[src/hw/rtl/markdown_line_tokenizer_core_defines.svh]
// assertion helpers for the tokenizer core
`ifndef MARKDOWN_LINE_TOKENIZER_CORE_DEFINES_SVH
`define MARKDOWN_LINE_TOKENIZER_CORE_DEFINES_SVH

// condition that holds at every edge out of reset
`define MDTOK_ASSERT_ALWAYS(lbl, cond, msg) \
    lbl: assert property (@(posedge aclk) disable iff (!aresetn) (cond)) else $error(msg);

// condition in one cycle implies a consequence in the next
`define MDTOK_ASSERT_NEXT(lbl, ante, cons, msg) \
    lbl: assert property (@(posedge aclk) disable iff (!aresetn) (ante) |=> (cons)) \
        else $error(msg);

`endif

[src/hw/rtl/mdtok_pkg.sv]
package mdtok_pkg;

    localparam int POS_W   = 16;
    localparam int FIELD_W = 16;
    localparam int MODE_W  = 4;

    localparam logic [POS_W-1:0]   POS_MAX   = {POS_W{1'b1}};
    localparam logic [FIELD_W-1:0] FIELD_MAX = {FIELD_W{1'b1}};

    localparam logic [1:0] KIND_HEADING = 2'd0;
    localparam logic [1:0] KIND_LIST    = 2'd1;
    localparam logic [1:0] KIND_RULE    = 2'd2;
    localparam logic [1:0] KIND_PARA    = 2'd3;

    localparam logic [MODE_W-1:0] MODE_LINE_START  = 4'd0;
    localparam logic [MODE_W-1:0] MODE_HASHES      = 4'd1;
    localparam logic [MODE_W-1:0] MODE_HEAD_SPACES = 4'd2;
    localparam logic [MODE_W-1:0] MODE_HEAD_TEXT   = 4'd3;
    localparam logic [MODE_W-1:0] MODE_DASH1       = 4'd4;
    localparam logic [MODE_W-1:0] MODE_DASH2       = 4'd5;
    localparam logic [MODE_W-1:0] MODE_RULE_TAIL   = 4'd6;
    localparam logic [MODE_W-1:0] MODE_LIST_TEXT   = 4'd7;
    localparam logic [MODE_W-1:0] MODE_PARA_TEXT   = 4'd8;

    localparam logic [7:0] CH_HASH  = 8'h23;
    localparam logic [7:0] CH_DASH  = 8'h2D;
    localparam logic [7:0] CH_SPACE = 8'h20;
    localparam logic [7:0] CH_NL    = 8'h0A;

    typedef struct packed {
        logic [MODE_W-1:0] mode;
        logic [POS_W-1:0]  pos;
        logic [POS_W-1:0]  start;
        logic [7:0]        hash;
    } st_t;

    typedef struct packed {
        logic [1:0]         kind;
        logic [7:0]         level;
        logic [FIELD_W-1:0] offset;
        logic [FIELD_W-1:0] length;
        logic               done;
    } res_t;

    // positions wider than the result field report as all ones
    function automatic logic [FIELD_W-1:0] clamp_field(input logic [POS_W-1:0] v);
        logic [POS_W+FIELD_W-1:0] w;
        w = {{FIELD_W{1'b0}}, v};
        if (w > {{POS_W{1'b0}}, FIELD_MAX}) begin
            return FIELD_MAX;
        end
        return w[FIELD_W-1:0];
    endfunction

    function automatic res_t make_result(input logic [1:0] kind, input logic [7:0] hash,
                                         input logic [POS_W-1:0] start,
                                         input logic [POS_W-1:0] stop);
        res_t r;
        logic [POS_W-1:0] len;
        len      = (stop >= start) ? (stop - start) : '0;
        r.kind   = kind;
        r.level  = (kind == KIND_HEADING) ? hash : 8'd0;
        r.offset = clamp_field(start);
        r.length = clamp_field(len);
        r.done   = 1'b0;
        return r;
    endfunction

endpackage

[src/hw/rtl/mdtok_step.sv]
module mdtok_step (
    input  mdtok_pkg::st_t  st,
    input  logic [7:0]      text_byte,
    input  logic            final_byte,
    output mdtok_pkg::st_t  st_next,
    output logic            res_valid,
    output mdtok_pkg::res_t res
);
    import mdtok_pkg::*;

    logic [POS_W-1:0] pos;
    logic [POS_W-1:0] nxt;
    logic [1:0]       r_kind;
    logic [POS_W-1:0] r_start;
    logic [POS_W-1:0] r_stop;
    logic             hit;
    st_t              s;

    always_comb begin
        pos     = st.pos;
        nxt     = (pos == POS_MAX) ? pos : pos + 1'b1;
        s       = st;
        hit     = 1'b0;
        r_kind  = KIND_PARA;
        r_start = st.start;
        r_stop  = pos;

        case (st.mode)
            MODE_HASHES: begin
                if (text_byte == CH_HASH) begin
                    if (st.hash != 8'hFF) begin
                        s.hash = st.hash + 8'd1;
                    end
                end else if (text_byte == CH_SPACE) begin
                    s.mode = MODE_HEAD_SPACES;
                end else if (text_byte == CH_NL) begin
                    hit     = 1'b1;
                    r_kind  = KIND_HEADING;
                    r_start = pos;
                    s.mode  = MODE_LINE_START;
                end else begin
                    s.start = pos;
                    s.mode  = MODE_HEAD_TEXT;
                end
            end
            MODE_HEAD_SPACES: begin
                if (text_byte == CH_NL) begin
                    hit     = 1'b1;
                    r_kind  = KIND_HEADING;
                    r_start = pos;
                    s.mode  = MODE_LINE_START;
                end else if (text_byte != CH_SPACE) begin
                    s.start = pos;
                    s.mode  = MODE_HEAD_TEXT;
                end
            end
            MODE_HEAD_TEXT, MODE_LIST_TEXT, MODE_PARA_TEXT: begin
                if (text_byte == CH_NL) begin
                    hit    = 1'b1;
                    r_kind = (st.mode == MODE_HEAD_TEXT) ? KIND_HEADING :
                             (st.mode == MODE_LIST_TEXT) ? KIND_LIST : KIND_PARA;
                    s.mode = MODE_LINE_START;
                end
            end
            MODE_DASH1: begin
                if (text_byte == CH_SPACE) begin
                    s.start = nxt;
                    s.mode  = MODE_LIST_TEXT;
                end else if (text_byte == CH_DASH) begin
                    s.mode = MODE_DASH2;
                end else if (text_byte == CH_NL) begin
                    hit    = 1'b1;
                    s.mode = MODE_LINE_START;
                end else begin
                    s.mode = MODE_PARA_TEXT;
                end
            end
            MODE_DASH2: begin
                if (text_byte == CH_DASH) begin
                    hit    = 1'b1;
                    r_kind = KIND_RULE;
                    r_stop = st.start;
                    s.mode = MODE_RULE_TAIL;
                end else if (text_byte == CH_NL) begin
                    hit    = 1'b1;
                    s.mode = MODE_LINE_START;
                end else begin
                    s.mode = MODE_PARA_TEXT;
                end
            end
            default: begin
                // line start, rule tail (unless another dash) and unused codes
                if (!(st.mode == MODE_RULE_TAIL && text_byte == CH_DASH)) begin
                    if (text_byte == CH_HASH) begin
                        s.mode  = MODE_HASHES;
                        s.hash  = 8'd1;
                        s.start = pos;
                    end else if (text_byte == CH_DASH) begin
                        s.mode  = MODE_DASH1;
                        s.start = pos;
                    end else if (text_byte == CH_NL) begin
                        s.mode = MODE_LINE_START;
                    end else begin
                        s.mode  = MODE_PARA_TEXT;
                        s.start = pos;
                    end
                end
            end
        endcase

        s.pos = nxt;

        // end of text flushes an open token
        if (final_byte && !hit) begin
            case (s.mode)
                MODE_HASHES, MODE_HEAD_SPACES: begin
                    hit     = 1'b1;
                    r_kind  = KIND_HEADING;
                    r_start = nxt;
                    r_stop  = nxt;
                end
                MODE_HEAD_TEXT: begin
                    hit     = 1'b1;
                    r_kind  = KIND_HEADING;
                    r_start = s.start;
                    r_stop  = nxt;
                end
                MODE_LIST_TEXT: begin
                    hit     = 1'b1;
                    r_kind  = KIND_LIST;
                    r_start = s.start;
                    r_stop  = nxt;
                end
                MODE_PARA_TEXT, MODE_DASH1, MODE_DASH2: begin
                    hit     = 1'b1;
                    r_kind  = KIND_PARA;
                    r_start = s.start;
                    r_stop  = nxt;
                end
                default: begin
                    hit = hit;
                end
            endcase
        end

        res       = make_result(r_kind, s.hash, r_start, r_stop);
        res.done  = final_byte;
        res_valid = hit;

        if (final_byte) begin
            s.mode  = MODE_LINE_START;
            s.pos   = '0;
            s.start = '0;
            s.hash  = 8'd0;
        end
        st_next = s;
    end

endmodule

[src/hw/rtl/mdtok_outbuf.sv]
module mdtok_outbuf (
    input  logic            aclk,
    input  logic            aresetn,
    input  logic            in_valid,
    input  mdtok_pkg::res_t in_res,
    output logic            space_ok,
    output logic            out_valid,
    input  logic            out_ready,
    output mdtok_pkg::res_t out_res
);
    import mdtok_pkg::*;

    logic main_valid_reg;
    logic skid_valid_reg;
    res_t main_reg;
    res_t skid_reg;

    always_ff @(posedge aclk) begin
        if (!aresetn) begin
            main_valid_reg <= 1'b0;
            skid_valid_reg <= 1'b0;
        end else if (!main_valid_reg || out_ready) begin
            if (skid_valid_reg) begin
                main_valid_reg <= 1'b1;
                skid_valid_reg <= 1'b0;
            end else begin
                main_valid_reg <= in_valid;
            end
        end else if (in_valid) begin
            skid_valid_reg <= 1'b1;
        end
    end

    always_ff @(posedge aclk) begin
        if (!main_valid_reg || out_ready) begin
            main_reg <= skid_valid_reg ? skid_reg : in_res;
        end else if (in_valid) begin
            skid_reg <= in_res;
        end
    end

    // only one result per byte, so a free skid slot is enough to take a byte
    assign space_ok  = !skid_valid_reg;
    assign out_valid = main_valid_reg;
    assign out_res   = main_reg;

endmodule

[src/hw/rtl/markdown_line_tokenizer_core.sv]
// markdown line tokenizer core
// input channel s_: one text byte per transfer, s_final_byte marks the last
// byte of a text; after it the next byte starts a fresh text at position 0
// result channel m_: one token per transfer (kind, heading level, text
// offset and length, stream_done on the token flushed by the final byte)
// a byte produces zero or one token; the token is registered in the
// output buffer before it appears on m_, after the transfer of the byte
// that closes it (newline, third dash of a rule, or final byte)
// throughput: one byte per cycle while s_ready is high, set by the
// combinational mode update held in the state registers below
// a two-entry output buffer (main and skid register) lets bytes keep
// flowing while m_ready is low until a second token is waiting; s_ready
// drops only once both entries hold tokens, and rises again in the cycle
// after the receiver drains one
// reset (aresetn low, synchronous) returns the scanner to line start at
// position 0 and empties the output buffer
`include "markdown_line_tokenizer_core_defines.svh"

module markdown_line_tokenizer_core (
    input  logic        aclk,
    input  logic        aresetn,
    input  logic        s_valid,
    output logic        s_ready,
    input  logic [7:0]  s_text_byte,
    input  logic        s_final_byte,
    output logic        m_valid,
    input  logic        m_ready,
    output logic [1:0]  m_token_kind,
    output logic [7:0]  m_heading_level,
    output logic [15:0] m_text_offset,
    output logic [15:0] m_text_length,
    output logic        m_stream_done
);
    import mdtok_pkg::*;

    st_t  st_reg;
    st_t  st_next;
    logic res_valid;
    res_t res;
    res_t out_res;
    logic space_ok;
    logic take;

    assign s_ready = space_ok;
    assign take    = s_valid && s_ready;

    // scanner state: mode, next byte position, token text start, hash count
    always_ff @(posedge aclk) begin
        if (!aresetn) begin
            st_reg.mode  <= MODE_LINE_START;
            st_reg.pos   <= '0;
            st_reg.start <= '0;
            st_reg.hash  <= 8'd0;
        end else if (take) begin
            st_reg <= st_next;
        end
    end

    // per-byte classification and token assembly
    mdtok_step u_step (
        .st         (st_reg),
        .text_byte  (s_text_byte),
        .final_byte (s_final_byte),
        .st_next    (st_next),
        .res_valid  (res_valid),
        .res        (res)
    );

    // result register with skid slot
    mdtok_outbuf u_outbuf (
        .aclk      (aclk),
        .aresetn   (aresetn),
        .in_valid  (take && res_valid),
        .in_res    (res),
        .space_ok  (space_ok),
        .out_valid (m_valid),
        .out_ready (m_ready),
        .out_res   (out_res)
    );

    assign m_token_kind    = out_res.kind;
    assign m_heading_level = out_res.level;
    assign m_text_offset   = out_res.offset;
    assign m_text_length   = out_res.length;
    assign m_stream_done   = out_res.done;

    // input back-pressure only when the result register is occupied
    `MDTOK_ASSERT_ALWAYS(a_stall_needs_result, s_ready || m_valid, "stall without pending result")
    // final byte rewinds the position counter
    `MDTOK_ASSERT_NEXT(a_final_rewinds, take && s_final_byte, st_reg.pos == '0, "pos not cleared")
    // token text never starts beyond the next byte position
    `MDTOK_ASSERT_ALWAYS(a_start_order, st_reg.start <= st_reg.pos, "text start ahead of position")

endmodule

[config.mk]
export PLATFORM = sky130hd
export DESIGN_NAME = markdown_line_tokenizer_core
export DESIGN_NICKNAME = d
export VERILOG_FILES = /design/src/hw/rtl/mdtok_pkg.sv /design/src/hw/rtl/mdtok_step.sv /design/src/hw/rtl/mdtok_outbuf.sv /design/src/hw/rtl/markdown_line_tokenizer_core.sv
export VERILOG_INCLUDE_DIRS = /design/src /design/src/hw/rtl
export SDC_FILE = /design/constraint.sdc
export NUM_CORES = 1
export LEC_CHECK = 0
export BUFFER_PORTS_ARGS = -buffer_cell sky130_fd_sc_hd__buf_2
export CAP_MARGIN = 40
export CORE_MARGIN = 10
export CORE_UTILIZATION = 40
export DETAILED_ROUTE_END_ITERATION = 8
export PLACE_DENSITY_LB_ADDON = 0.05
export SYNTH_ARGS = -nofsm -noshare
export SYNTH_HDL_FRONTEND = slang
export SYNTH_HIERARCHICAL = 1
export SYNTH_SLANG_ARGS = --single-unit
[constraint.sdc]
create_clock -name aclk -period 5.6 [get_ports aclk]
set_input_delay 1.12 -clock aclk [delete_from_list [all_inputs] [get_ports aclk]]
set_output_delay 1.12 -clock aclk [all_outputs]
set_load 0.03 [all_outputs]
**After elaboration in Yosys (flattened, before gate mapping)**

Index checks and enable logic that the tools add are counted.

- Register bits: 132
- Latch bits: 0
- Bits in writable memories: 0
- Memory bits (read-only): 0
- Logic and storage cells: 127
- Memories: 0

- Add/sub/neg operators: 3
- Multiply operators: 0
- Div/mod/pow operators: 0
- $lt $le $gt $ge: 1
- Equality and inequality tests: 22
- Shift-type cells: 0
- Mux-type cells: 63
- Bitwise operators: 2
- Reductions and logical operators: 20

Operator list:

| kind | number |
|---|---|
| 16-bit 2-to-1 mux | 18 |
| 16-bit one-hot mux with 2 select lines | 2 |
| 16-bit one-hot mux with 4 select lines | 1 |
| 4-bit 2-to-1 mux | 12 |
| 44-bit 2-to-1 mux | 1 |
| 43-bit 2-to-1 mux | 1 |
| 8-bit 2-to-1 mux | 4 |
| 4-bit by 3-bit == test with 1-bit output, second input constant | 7 |
| 8-bit by 6-bit == test with 1-bit output, second input constant | 3 |
| 24-bit 2-to-1 mux | 1 |
| 4-bit one-hot mux with 5 select lines | 1 |
| 16-bit by 1-bit adder with 16-bit output, second input constant | 1 |
| 16-bit == test, second input constant | 1 |
| 4-bit by 2-bit == test with 1-bit output, second input constant | 4 |
| 16-bit greater-or-equal comparator | 1 |
| 2-bit 2-to-1 mux | 8 |
| 8-bit one-hot mux with 2 select lines | 1 |
| 16-bit subtractor | 1 |
| 1-bit 2-to-1 mux | 10 |
| 3-bit OR reduction | 3 |
| 8-bit by 1-bit adder with 8-bit output, second input constant | 1 |
| 4-bit by 1-bit == test with 1-bit output, second input constant | 2 |
| 4-bit == test, second input constant | 2 |
| 8-bit by 4-bit == test with 1-bit output, second input constant | 1 |
| other kinds (16) | 24 |

**Depth between registers and ports, before layout**

Gate-level depths: netlist (run 1).

- Depth after elaboration: 13
- Mapped depth: 23
- Depth with buffers taken out: 19

**Hierarchy**

Netlist (run 1), hierarchy kept.

Modules (own cells, without submodules):

| module | times used | cells an instance | area each (µm²) |
|---|---|---|---|
| mdtok_step | 1 | 657 | 4051.4 |
| mdtok_outbuf | 1 | 143 | 3384.5 |
| markdown_line_tokenizer_core | 1 | 203 | 1895.6 |

**Worst setup path before layout (run 1)**

No wires, ideal clock.

- Path type: in2reg
- Start: input s_text_byte[4]
- End: register u_outbuf.main_reg (netlist bit u_outbuf/out_res[10]), data pin
- Data arrival time: 5679 ps
- Data required time: 5340 ps
- Path slack: -339 ps
- Stages: 21
- Buffers on the path: 3
- Path through: or3_1 buf_6 or3_4 nor3_4 nor3_2 o21a_1 or4b_4 buf_6 o221ai_1 ha_1 fa_1 nor2b_1 o21ai_0 a21boi_0 o221ai_1 o21ai_0 a31oi_1 a211o_1 clkbuf_1 nor2_1 mux2_4

RTL lines:

| item | line | source |
|---|---|---|
| start, declared | markdown_line_tokenizer_core.sv:24 | `input logic [7:0] s_text_byte,` |
| end signal, assigned | mdtok_outbuf.sv:36 | `main_reg <= skid_valid_reg ? skid_reg : in_res;` |
| end, declared | mdtok_outbuf.sv:15 | `res_t main_reg;` |

==> reports/results.txt, run 1 <==
Starting Density: 41.0%
EDFF count, synth: 86
Synth top area share: 27.7%
relative slew slack: 43.7%
required time of the critical path: 5770 ps
Distinct cells, synth: 83
Site Rows: 55
skew final: 12.6 ps
Mapped Cells: 1003
Syn Nets: 1035
number of diodes: 0
final hold vios: 0
most frequent cells in the layout: buf_4 (174), nand2_1 (119), nor2_1 (102), edfxtp_1 (86), buf_2 (57)
via/cell ratio: 5.60
final-stage net count: 1216
CP Launch Type: primary input
Fin Setup TNS: 0 ps
sequential share of the synthesized area: 37.5%
port bufs: 57
post-placement setup slack: -415 ps
HPWL Detailed: 21600 um
clock power share: 38.4%
CTS tree: done
Vias: 8455
Die Height: 173 um
initial antenna violation count: 0
layout cells sized above 1: 35.1%
Placer Congestion: 0.950
leak pwr: 0.00457 uW
worst-case clock buffer depth: 2
later-pin clock latency in the skew report: 420 ps
hold buffers post-CTS: 0
total CTS buffers: 17
Post-Syn Area per Cell: 9.30 um^2
Remaining Overflow, GRT: 0
NetSw: 903 uW
switching share of power: 30.3%
combinational power share: 24.1%
Total Wirelength: 29200 um
H-tree depth: 4
Wirelength per Cell: 19.3 um
Register-to-Register Path Depth: 18
status: finished, final reports clean
first-pass GRT wire length: 46100 um
RSZ-0062 raised after global routing: no
Post-synth ARST share: 0%
max reg flops: 44
clock root buffer master: clkbuf_16
Final min period: 5430 ps
cell-internal power: 2080 uW
Setup Crit Path Kind: in2reg
top cells by area, synth: edfxtp_1 (28%), dfxtp_1 (9.9%), mux2_4 (6.1%)
Core ar.: 22800 um^2
Hold Path Depth: 2
fin crit share: 97.0%
fin worst setup slack: 166 ps
number of max-cap violations: 0
Finished Core Util: 51.5%
Clock transition at path regs: 60 ps
Residual DRC: 0
worst min path class: reg2reg
First DRT Iteration DRCs: 680
post-synth top area cell: edfxtp_1
Worst Tran Pin Value: 844 ps
Yosys warnings: 6
Top Ports: 58
maximum vdd drop: 0.178 mV
die width: 173 um
leading cell type in the layout, fill and taps excluded: buf_4
Synth Flop Type: edfxtp_1
f_max: 184 MHz
die area: 29800 um^2
post-route ant nets: 0
Slew Limit Fails: 0
P per Cell Area: 254 nW/um^2
post-synth design cell area: 9330 um^2
Pre-antenna DRT Iters: 5
final instance area: 11700 um^2
number of global-route vias before repair: 7946
Crit. End Element: flip-flop
worst-path maximum fanout: 16
largest net degree at the start of global routing: 53
Seq cells post-synth: 132
Tot GR Track Use: 18.9%
area grow syn2layout: 25.7%
final setup violating endpoints: 0
Seq pwr share: 37.5%
cell area after placement: 11000 um^2
CTS sink count: 132
WP data arrival: 5600 ps
power groups by stage:
stage                     Sequential (uW)  Combinational (uW)  Clock [uW]
after floorplan                      1240                 348           0
after detailed placement             1140                 707           0
after global routing                 1120                 778        1210
final                                1120                 719        1140
after global placement               1140                 704           0
after CTS                            1120                 709        1170
kinds of logic after synthesis:
family / after synthesis / share of synthesized area (%)
AO/OA/AOI/OAI: 248 / 19.5
adder cells (fa/ha/maj): 19 / 2.63
multiplexers: 67 / 9.36
AND/OR/NAND/NOR: 426 / 23.3
flip-flops: 132 / 37.5
buffers and inverters: 93 / 5.94
XOR/XNOR: 18 / 1.69
cells in the mapped netlist, types with 7 or more instances:
cell / count
xor2_1: 9
buf_12: 8
clkbuf_1: 39
mux2_4: 38
mux2_2: 10
dfxtp_1: 46
a31oi_1: 14
nand4_1: 55
nand2b_1: 9
nor2_1: 104
o221ai_1: 17
ha_1: 18
inv_1: 20
a21oi_1: 44
nand3_1: 22
nor3_1: 22
xnor2_1: 9
buf_2: 18
nand2_1: 119
mux2i_1: 19
o21ai_0: 35
nor2b_1: 21
edfxtp_1: 86
o221a_2: 10
o21ai_2: 40
a221oi_1: 7
nor4_1: 10
and3_1: 14
a21o_1: 9
cell type report:
class / instances / area, um^2
Fill cell: 2161 / 11000
Multi-Input combinational cell: 778 / 5500
Sequential cell: 132 / 3500
Timing Repair Buffer: 235 / 1670
Clock buffer: 17 / 425
Tap cell: 313 / 392
Clock inverter: 15 / 168
Inverter: 20 / 75.1
metrics by stage:
stage | power, uW | instances | hold WS, ps
2_1_floorplan | 1590 | 1003 | 438
5_1_grt | 3110 | 1510 | 523
3_3_place_gp | 1840 | 1476 | 483
4_1_cts | 3000 | 1508 | 490
6_report | 2980 | 1510 | 485
3_5_place_dp | 1850 | 1476 | 482
repair_timing:
action	in CTS	in global routing
buffers inserted	0	2
hold endpoints to repair	0	0
endpoints found under the setup margin	0	29
resized for setup	0	21
critical path, cell delays in order:
cell and delay (ps):
buf_2 120, or3_4 430, o311ai_2 340, o31ai_4 150, nor3_4 270, nor3_1 140
or4b_4 630, buf_4 200, o221a_2 250, ha_4 250, nor2b_2 150, o21ai_1 190
a21boi_2 100, o221ai_2 210, o21ai_1 100, a31oi_1 240, a211o_1 200, buf_12 160
nor2_1 80, mux2_4 270
metal layers:
| layer | up-vias | wire (um) | track usage [%] |
|---|---|---|---|
| met5 | - | 0 | 0 |
| met4 | 0 | 369 | 4.56 |
| met3 | 34 | 1660 | 3.44 |
| met2 | 255 | 12600 | 28.0 |
| met1 | 4016 | 14500 | 27.7 |
| li1 | 4150 | - | - |
final timing paths:
path                                     start              endpoint  slack (ps)
worst max-delay path            s_text_byte[4]  u_outbuf/out_res[12]         170
worst min-delay path                 st_reg[4]             st_reg[4]         490
worst max register to register      st_reg[25]  u_outbuf/out_res[16]         420
worst min register to register       st_reg[4]             st_reg[4]         490
Note: power is estimated with default switching activity, not from simulation.
==> run 2: changes to the inputs <==
- BUFFER_PORTS_ARGS: -buffer_cell sky130_fd_sc_hd__buf_2 -> unset
- DONT_BUFFER_PORTS: unset -> 1
==> run 2 against run 1 <==
Compared with the run above:
- core utilization down 2.5 points
- via count is 2.8% lower
- worst setup slack better by 120 ps
- final cell count down 5.4%
- die area did not move
- routed wire length fell by 2.2%
- highest routed layer unchanged
- register-to-register slack worse by 80 ps
- maximum frequency is 2.3% higher
- critical path type unchanged
==> reports/results.txt, run 2 (same netlist as run 1, synthesis figures left out) <==
Pre-antenna DRT Iters: 5
Vias: 8217
leak pwr: 0.00416 uW
final hold vios: 0
die area: 29800 um^2
Total Wirelength: 28500 um
final instance area: 11200 um^2
required time of the critical path: 5880 ps
initial antenna violation count: 0
WP data arrival: 5600 ps
most frequent cells in the layout: buf_4 (151), nand2_1 (119), nor2_1 (103), edfxtp_1 (86), nand4_1 (55)
Final min period: 5310 ps
Worst Tran Pin Value: 836 ps
relative slew slack: 44.3%
P per Cell Area: 261 nW/um^2
Multi-input gate area: 5410 um^2
CP max stage delay: 470 ps
Top Ports: 58
number of global-route vias before repair: 7574
RSZ-0062 raised after global routing: no
fin crit share: 94.9%
port bufs: 0
worst r2r dst: u_outbuf/out_res[7]
Crit. End Element: flip-flop
most frequent CP cell: or3_4
area grow syn2layout: 19.7%
CP cell instances: or3_4 -> or3_4 -> nor3_4 -> or3_4 -> a21oi_1 -> buf_4 -> a211oi_4 -> buf_12 -> o221ai_1 -> fa_1 -> nor2b_1 -> o21ai_1 -> a21boi_2 -> o221ai_2 -> o21ai_1 -> a31oi_1 -> a211o_1 -> buf_12 -> nor3_1 -> mux2_4
number of diodes: 0
via/cell ratio: 5.75
worst-case clock buffer depth: 2
First DRT Iteration DRCs: 710
CP Launch Type: primary input
first-pass GRT wire length: 44800 um
post-placement setup slack: -265 ps
layout cells sized above 1: 29.4%
total CTS buffers: 17
Hold EP: st_reg[4]
Fillers: 2193
register area: 3500 um^2
hold buffers post-CTS: 0
post-route ant nets: 0
die width: 173 um
Wirelength per Cell: 20.0 um
CP max-delay cell: fa_1
cell area after placement: 10500 um^2
worst min path class: reg2reg
max reg flops: 44
Core ar.: 22800 um^2
CTS tree: done
Tot GR Track Use: 18.5%
later-pin clock latency in the skew report: 420 ps
Site Rows: 55
worst-path maximum fanout: 19
Remaining Overflow, GRT: 0
Hold Path Depth: 2
skew final: 14.0 ps
final setup violating endpoints: 0
leading cell type in the layout, fill and taps excluded: buf_4
fin worst setup slack: 286 ps
HPWL Detailed: 21200 um
final-stage net count: 1134
clock root buffer master: clkbuf_16
Worst R2R Start: st_reg[43]
CTS sink count: 132
Fin Setup TNS: 0 ps
Starting Density: 41.0%
number of max-cap violations: 0
H-tree depth: 4
Register-to-Register Path Depth: 25
f_max: 188 MHz
Die Height: 173 um
Final Power: 2910 uW
maximum vdd drop: 0.180 mV
WHS: 493 ps
Residual DRC: 0
Setup Fix Bufs, Post-CTS: 0
Slew Limit Fails: 0
Setup Crit Path Kind: in2reg
post-CTS sizing: 0
Clock transition at path regs: 60 ps
Hold Startpoint: st_reg[4]
status: finished, final reports clean
Placer Congestion: 0.903
largest net degree at the start of global routing: 91
Reg2Reg Setup Slack: 340 ps
-- run 2: cell types whose count changed in the layout (fill, tap and decap cells not counted), sizes merged --
cell    delta
buf       -82
inv        -5
clkinv     +3
bufinv     +1
clkbuf     +1
-- run 2: through the flow --
stage          instances  utilization [%]
2_1_floorplan       1003                -
3_5_place_dp        1396             46.2
3_3_place_gp        1396             46.2
5_1_grt             1428             49.0
4_1_cts             1428             48.9
6_report            1428             49.0
-- run 2: worst max path at each step --
stage              startpoint                   end  slack (ps)  cells after the start
2_1_floorplan  s_text_byte[4]   u_outbuf/out_res[9]         -30                     21
3_3_place_gp   s_text_byte[4]  u_outbuf/out_res[16]        -200                     17
3_5_place_dp   s_text_byte[4]   u_outbuf/out_res[3]        -260                     20
4_1_cts        s_text_byte[4]   u_outbuf/out_res[5]         110                     20
5_1_grt        s_text_byte[2]   u_outbuf/out_res[4]          10                     23
6_report       s_text_byte[4]   u_outbuf/out_res[4]         290                     20
-- run 2: area by class of cell --
class	count	share of cell area [%]
multi-input combinational	778	48.5
sequential	132	31.4
clock inverter	14	1.59
tap	313	3.51
timing repair buffer	153	10.5
clock buffer	18	3.84
inverter	20	0.672
-- run 2: routing by layer --
layer | wire (um) | up-vias | part of all wire, % | global-route usage [%]
met3 | 1600 | 33 | 5.6 | 3.27
met4 | 408 | 0 | 1.4 | 4.64
met5 | 0 | - | 0 | 0
met1 | 14200 | 3945 | 50 | 27.1
li1 | - | 3976 | - | -
met2 | 12300 | 263 | 43 | 27.2
-- run 2: power breakdown --
part	internal (uW)	switching (uW)	total [uW]
Combinational	255	259	514
Sequential	1110	122	1230
Clock	707	459	1170
-- run 2: critical path, delay by kind of cell --
family | cells | cell delay [ps]
fa+ha+maj | 1 | 470
simple gates | 6 | 1640
compound gates | 9 | 1640
mux | 1 | 180
buf+inv | 3 | 510
